[config.mk]
export PLATFORM = sky130hd
export DESIGN_NAME = coo_csr_cell
export DESIGN_NICKNAME = d
export VERILOG_FILES = /design/src/design/coo_csr_pkg.sv /design/src/design/coo_csr_cell.sv
export SDC_FILE = /design/constraint.sdc
export NUM_CORES = 1
export LEC_CHECK = 0
export BUFFER_PORTS_ARGS = -buffer_cell sky130_fd_sc_hd__buf_2
export CORE_AREA = 2 2 147 149
export DETAILED_ROUTE_END_ITERATION = 16
export DIE_AREA = 0 0 149 151
export GPL_ROUTABILITY_DRIVEN = 0
export SYNTH_ARGS = -nofsm -noshare
export SYNTH_HDL_FRONTEND = slang
export SYNTH_SLANG_ARGS = --single-unit
[constraint.sdc]
create_clock -name clk -period 8.75 [get_ports clk]
set_clock_uncertainty 0.15 [all_clocks]
set_input_delay 0.4375 -clock clk [delete_from_list [all_inputs] [get_ports clk]]
set_output_delay 0.4375 -clock clk [all_outputs]
set_load 0.01 [all_outputs]
[src/design/coo_csr_pkg.sv]
// ---------------------------------------------------------------------------
// coo_csr_pkg
// Shared codes, constants and cell handshake types for the sorted
// coordinate-list to compressed-row store.
// ---------------------------------------------------------------------------
package coo_csr_pkg;

  localparam int CFG_BITS       = 16;
  localparam int CFG_INDEX_BITS = 2;
  localparam int KIND_BITS      = 2;
  localparam int STATUS_BITS    = 3;
  localparam int TREE_GROUP     = 32;

  typedef enum logic [KIND_BITS-1:0] {
    KIND_CLEAR     = 2'd0,
    KIND_LOAD      = 2'd1,
    KIND_ROW_QUERY = 2'd2,
    KIND_ENT_QUERY = 2'd3
  } kind_t;

  typedef enum logic [STATUS_BITS-1:0] {
    ST_OK   = 3'd0,
    ST_ROW  = 3'd1,
    ST_COL  = 3'd2,
    ST_FULL = 3'd3,
    ST_POS  = 3'd4
  } status_t;

  typedef enum logic [CFG_INDEX_BITS-1:0] {
    CFG_NUM_ROWS = 2'd0,
    CFG_NUM_COLS = 2'd1
  } cfg_index_t;

  // per-cell control from the sequencer
  typedef struct packed {
    logic commit;
    logic occupied;
    logic tail;
    logic pick;
  } cell_ctrl_t;

  // per-cell compare results
  typedef struct packed {
    logic after;
    logic lt;
  } cell_flags_t;

endpackage

[src/design/coo_csr_cell.sv]
// ---------------------------------------------------------------------------
// coo_csr_cell
// One slot of the sorted entry chain: holds a row, column and value, compares
// its key with the incoming key and shifts from its left neighbor on insert.
// ---------------------------------------------------------------------------
module coo_csr_cell
  import coo_csr_pkg::*;
#(
  parameter int INDEX_BITS = 16,
  parameter int VALUE_BITS = 64
) (
  input  logic                             clk,
  input  cell_ctrl_t                       ctrl,
  input  logic [INDEX_BITS-1:0]            ins_row,
  input  logic [INDEX_BITS-1:0]            ins_col,
  input  logic [VALUE_BITS-1:0]            ins_value,
  input  logic                             prev_after,
  input  logic [INDEX_BITS-1:0]            prev_row,
  input  logic [INDEX_BITS-1:0]            prev_col,
  input  logic [VALUE_BITS-1:0]            prev_value,
  output logic [INDEX_BITS-1:0]            row,
  output logic [INDEX_BITS-1:0]            col,
  output logic [VALUE_BITS-1:0]            value,
  output cell_flags_t                      flags,
  output logic [INDEX_BITS+VALUE_BITS-1:0] entry_term
);

  logic key_after;

  assign key_after  = (row != ins_row) ? (row > ins_row) : (col > ins_col);
  assign flags.after = ctrl.occupied && key_after;
  assign flags.lt    = ctrl.occupied && (row < ins_row);
  assign entry_term  = ctrl.pick ? {col, value} : '0;

  always_ff @(posedge clk) begin
    if (ctrl.commit) begin
      if (prev_after) begin
        row   <= prev_row;
        col   <= prev_col;
        value <= prev_value;
      end else if (flags.after || ctrl.tail) begin
        row   <= ins_row;
        col   <= ins_col;
        value <= ins_value;
      end
    end
  end

endmodule

# Word-level counts from Yosys, hierarchy flattened
# Index checks and enable logic that the tools add are counted.
op_classes:
  n_addsub: 0
  mul: 0
  div: 0
  magnitude_cmp: 3
  eq_ne: 1
  n_shift: 0
  mux: 8
  bitwise: 0
  reduce_logical: 5
op_table:
  columns: ["op", "count"]
  rows:
  - ["$mux W64", 2]
  - ["$mux W80", 1]
  - ["$mux W16", 4]
  - ["$gt A16 B16 Y1", 2]
  - ["$lt A16 B16 Y1", 1]
  - ["$ne A16 B16 Y1", 1]
  - ["$logic_and A1 B1 Y1", 2]
  - ["$reduce_and A2 Y1", 1]
  - ["$reduce_bool A2 Y1", 1]
  - ["$logic_or A1 B1 Y1", 1]
  - ["$mux W1", 1]
totals:
  regBits: 96
  latchBits: 0
  ramBits: 0
  mem_bits_ro: 0
  input_bits: 198
  output_inout_bits: 178
  memories: 0

# Depth between registers and ports, before layout
logic_depth:
  depth_word: 6
  ltp_mapped: 7
  ltp_nobuf: 7

# Worst setup path after synthesis
# Ideal clock, no wire load.
synth_timing:
  kind: "input to register"
  from: "in ins_col[11]"
  to: "reg col[0], enable pin"
  setup_ns: 0.554
  t_arrival_ns: 5.692
  path_slack_ns: 2.354
  path_stages: 7
  path_buffers: 0
  path_cell_list: "inv_1 > ha_1 > nand4_1 > nor4_2 > a21boi_1 > o31ai_4 > o31ai_2"
synth_via:
  elab_chain_len: 6
synth_lines:
  columns: ["element", "line", "source"]
  rows:
  - ["start, declared", "coo_csr_cell.sv:15", "input logic [INDEX_BITS-1:0] ins_col,"]
  - ["$gt A16 B16 Y1", "coo_csr_cell.sv:30", "assign key_after = (row != ins_row) ? (row > ins_row) : (col > ins_col);"]
  - ["$mux W1", "coo_csr_cell.sv:30", null]
  - ["$logic_and A1 B1 Y1", "coo_csr_cell.sv:31", "assign flags.after = ctrl.occupied && key_after;"]
  - ["$logic_or A1 B1 Y1", "coo_csr_cell.sv:41", "end else if (flags.after || ctrl.tail) begin"]
  - ["$reduce_bool A2 Y1 (no source line)", null, null]
  - ["$reduce_and A2 Y1 (no source line)", null, null]
  - ["end signal, assigned", "coo_csr_cell.sv:39", "col <= prev_col;"]
  - ["end signal, assigned", "coo_csr_cell.sv:43", "col <= ins_col;"]
  - ["end, declared", "coo_csr_cell.sv:22", "output logic [INDEX_BITS-1:0] col,"]
# No other way between the ends.
# A chain may end at the register's enable or synchronous reset.

# Worst setup path in the final report
layout_timing:
  from: "reg col[15]"
  to: "reg value[48], enable pin"
layout_via:
  elab_chain_len: 6
layout_lines:
  columns: ["element", "line", "source"]
  rows:
  - ["$gt A16 B16 Y1", "coo_csr_cell.sv:30", null]
  - ["$mux W1", "coo_csr_cell.sv:30", null]
  - ["$logic_and A1 B1 Y1", "coo_csr_cell.sv:31", null]
  - ["$logic_or A1 B1 Y1", "coo_csr_cell.sv:41", null]
  - ["$reduce_bool A2 Y1 (no source line)", null, null]
  - ["$reduce_and A2 Y1 (no source line)", null, null]
  - ["end signal, assigned", "coo_csr_cell.sv:40", "value <= prev_value;"]
  - ["end signal, assigned", "coo_csr_cell.sv:44", "value <= ins_value;"]
  - ["end, declared", "coo_csr_cell.sv:23", "output logic [VALUE_BITS-1:0] value,"]
# No other way between the ends.

==> metrics.yaml <==
diodes: 0
crit_type: "reg -> reg"
finalHoldViolCount: 0
synth_cell_type_count: 29
maxCapViolations: 0
p_comb_share_pct: 21.5
first_global_vias: 4333
arrival_ns: 2.93
p_switching_uw: 343
route.detailed.drc: 0
async_reset_ff_share_pct: 0
outcome: "finished, final reports clean"
syn_nets: 672
ir_worst_vdd_uv: 81.5
antenna_left: 0
routed_wl_um: 16600
fin_nets: 1039
ioPinCount: 376
postSynthCellCount: 442
die_area_um2: 22500
hold_path.class: "in -> reg"
grt_start_max_net_pins: 81
initial_core_util_pct: 25.9
cp-end-kind: "flip-flop"
synthToLayoutAreaGrowth_pct: 45.8
yosysWarnings: 0
tightest_slew_ns: 1.05
final-setup-viol-count: 0
syn_area_um2: 5400
total_power_mw: 1.28
cts_resized: 0
synth_edf_count: 96
rows: 53
clk_pin_slew_ns: 0.07
drive_above_1_share_pct: 57.2
die_width_um: 149
gr-usage-all-layers_pct: 13.6
start_kind: "flip-flop"
htreeDepth: 3
timing.final.crit_share_pct: 35.6
seqPwrFrac_pct: 45.4
fmax_ghz: 0.321
worstPathCellList: "ha_1 -> nand4_1 -> nor4_2 -> a21boi_1 -> o31ai_4 -> o31ai_4 -> buf_4"
vias: 4591
cpMostUsedCell: "o31ai_4"
slew_violations: 0
stdcell_area_um2: 7870
clockBufferDepth: 2
syn_area_per_cell_um2: 12.2
cts_setup_buffers: 0
placed_cell_area_um2: 7560
p_per_area_nw_per_um2: 163
core_area_um2: 20800
via_per_inst: 4.22
cts_made_buffers: 9
worstPathRequired_ns: 8.57
min_period_ns: 3.11
antenna_found_initial: 0
root_buffer: "clkbuf_16"
relSlewSlack_pct: 29.8
overflow: 0
clkPwrFrac_pct: 33.1
p_sw_share_pct: 26.7
crit_fanout: 56
holdBufCountCts: 0
cts_tree: "yes"
p_leak_nw: 3.75
die_h_um: 151
avgRoutedWirePerCell_um: 15.3
grt_setup_unrepaired: "no"
port_buffers: 375
clock_latency_ns: 0.34
cts_sinks: 96
cpMaxStageDelayCell: "buf_4"
intPower_uw: 941
dp_hpwl_um: 13300
initialDrtViolationCount: 186
ys_seq_elements: 96
ys.flop_type: "edfxtp_1"
slowest_delay_ns: 0.62
yosysSeqAreaShare_pct: 53.4
grt_pass1_wl_um: 23300
fin_tns_setup_ns: 0
drtPass1Iterations: 5
cells in the final DEF (no fill, tap or decap), types with 4 or more instances in the layout:
cell	n
mux2_2	66
a21oi_1	14
nand2_1	38
o21ai_0	34
ha_1	32
buf_2	374
inv_1	32
and2_1	80
clkbuf_16	9
edfxtp_1	96
buf_4	4
per-stage QoR:
step	std cells	worst slack (ns)	hold slack (ns)	util, %
after CTS	1088	5.57	0.200	37.8
after global placement	1073	5.64	0.568	36.3
after global routing	1088	5.38	0.223	37.8
final	1088	5.64	0.219	37.8
after detailed placement	1073	5.52	0.570	36.3
after floorplan	442	2.35	0.475	-
worst max-delay path, delay by kind of cell (launching register included):
family	cells	cell delay [ns]
AO/OA/AOI/OAI	3	0.72
adder cells (fa/ha/maj)	1	0.34
buffers and inverters	1	0.62
flip-flops	1	0.45
AND/OR/NAND/NOR	2	0.38
cells in the mapped netlist (2+ instances only):
cell	instances	area (µm²)
edfxtp_1	96	2880
and2_1	80	500
mux2_2	66	743
nand2_1	38	143
o21ai_0	34	170
ha_1	32	400
inv_1	32	120
clkbuf_1	15	56.3
a21oi_1	14	70.1
buf_2	7	35.0
nand4_1	3	18.8
o211ai_1	3	22.5
nand4_4	2	42.5
nor2_1	2	7.51
nor2b_1	2	12.5
o21a_1	2	15.0
o2bb2ai_1	2	17.5
cell type report:
| cell class | count | area, µm² |
|---|---|---|
| Clock inverter | 5 | 81.3 |
| Tap cell | 275 | 344 |
| Timing Repair Buffer | 378 | 1900 |
| Inverter | 32 | 120 |
| Fill cell | 2057 | 13000 |
| Clock buffer | 10 | 229 |
| Sequential cell | 96 | 2880 |
| Multi-Input combinational cell | 292 | 2310 |
power by group through the flow:
stage | Clock, mW | Sequential [mW] | Combinational, mW
finish | 0.425 | 0.584 | 0.276
global route | 0.455 | 0.589 | 0.307
CTS | 0.441 | 0.585 | 0.281
detailed placement | 0 | 0.594 | 0.280
global placement | 0 | 0.595 | 0.277
floorplan | 0 | 0.611 | 0.127
cell families (layout without fill, tap and decap cells):
family | after synthesis | in the layout | share of synthesized area (%)
AND/OR/NAND/NOR | 135 | 135 | 15.0
flip-flops | 96 | 96 | 53.4
multiplexers | 66 | 66 | 13.8
AO/OA/AOI/OAI | 59 | 59 | 6.52
buffers and inverters | 54 | 425 | 3.92
adder cells (fa/ha/maj) | 32 | 32 | 7.42
per-layer routing:
layer  wire (µm)  track usage [%]  vias up  share of wire [%]
met5           0                0        -                  0
met3        1240             3.34       12                7.5
met4         218             4.19        0                1.3
met2        8390             23.9      194                 50
li1            -                -     2308                  -
met1        6780             16.4     2077                 41
registers in the layout, indices dropped and copies added (netlist names):
signal,count
col,16
row,16
value,64
worst paths after layout:
check	startpoint	endpoint	slack (ns)	depth (start not counted)
max	col[15]	value[48]	5.64	7
min	prev_row[6]	row[6]	0.22	3
max reg2reg	col[15]	value[48]	5.64	7
min reg2reg	col[1]	col[11]	1.40	6
(Power assumes the default switching activity.)
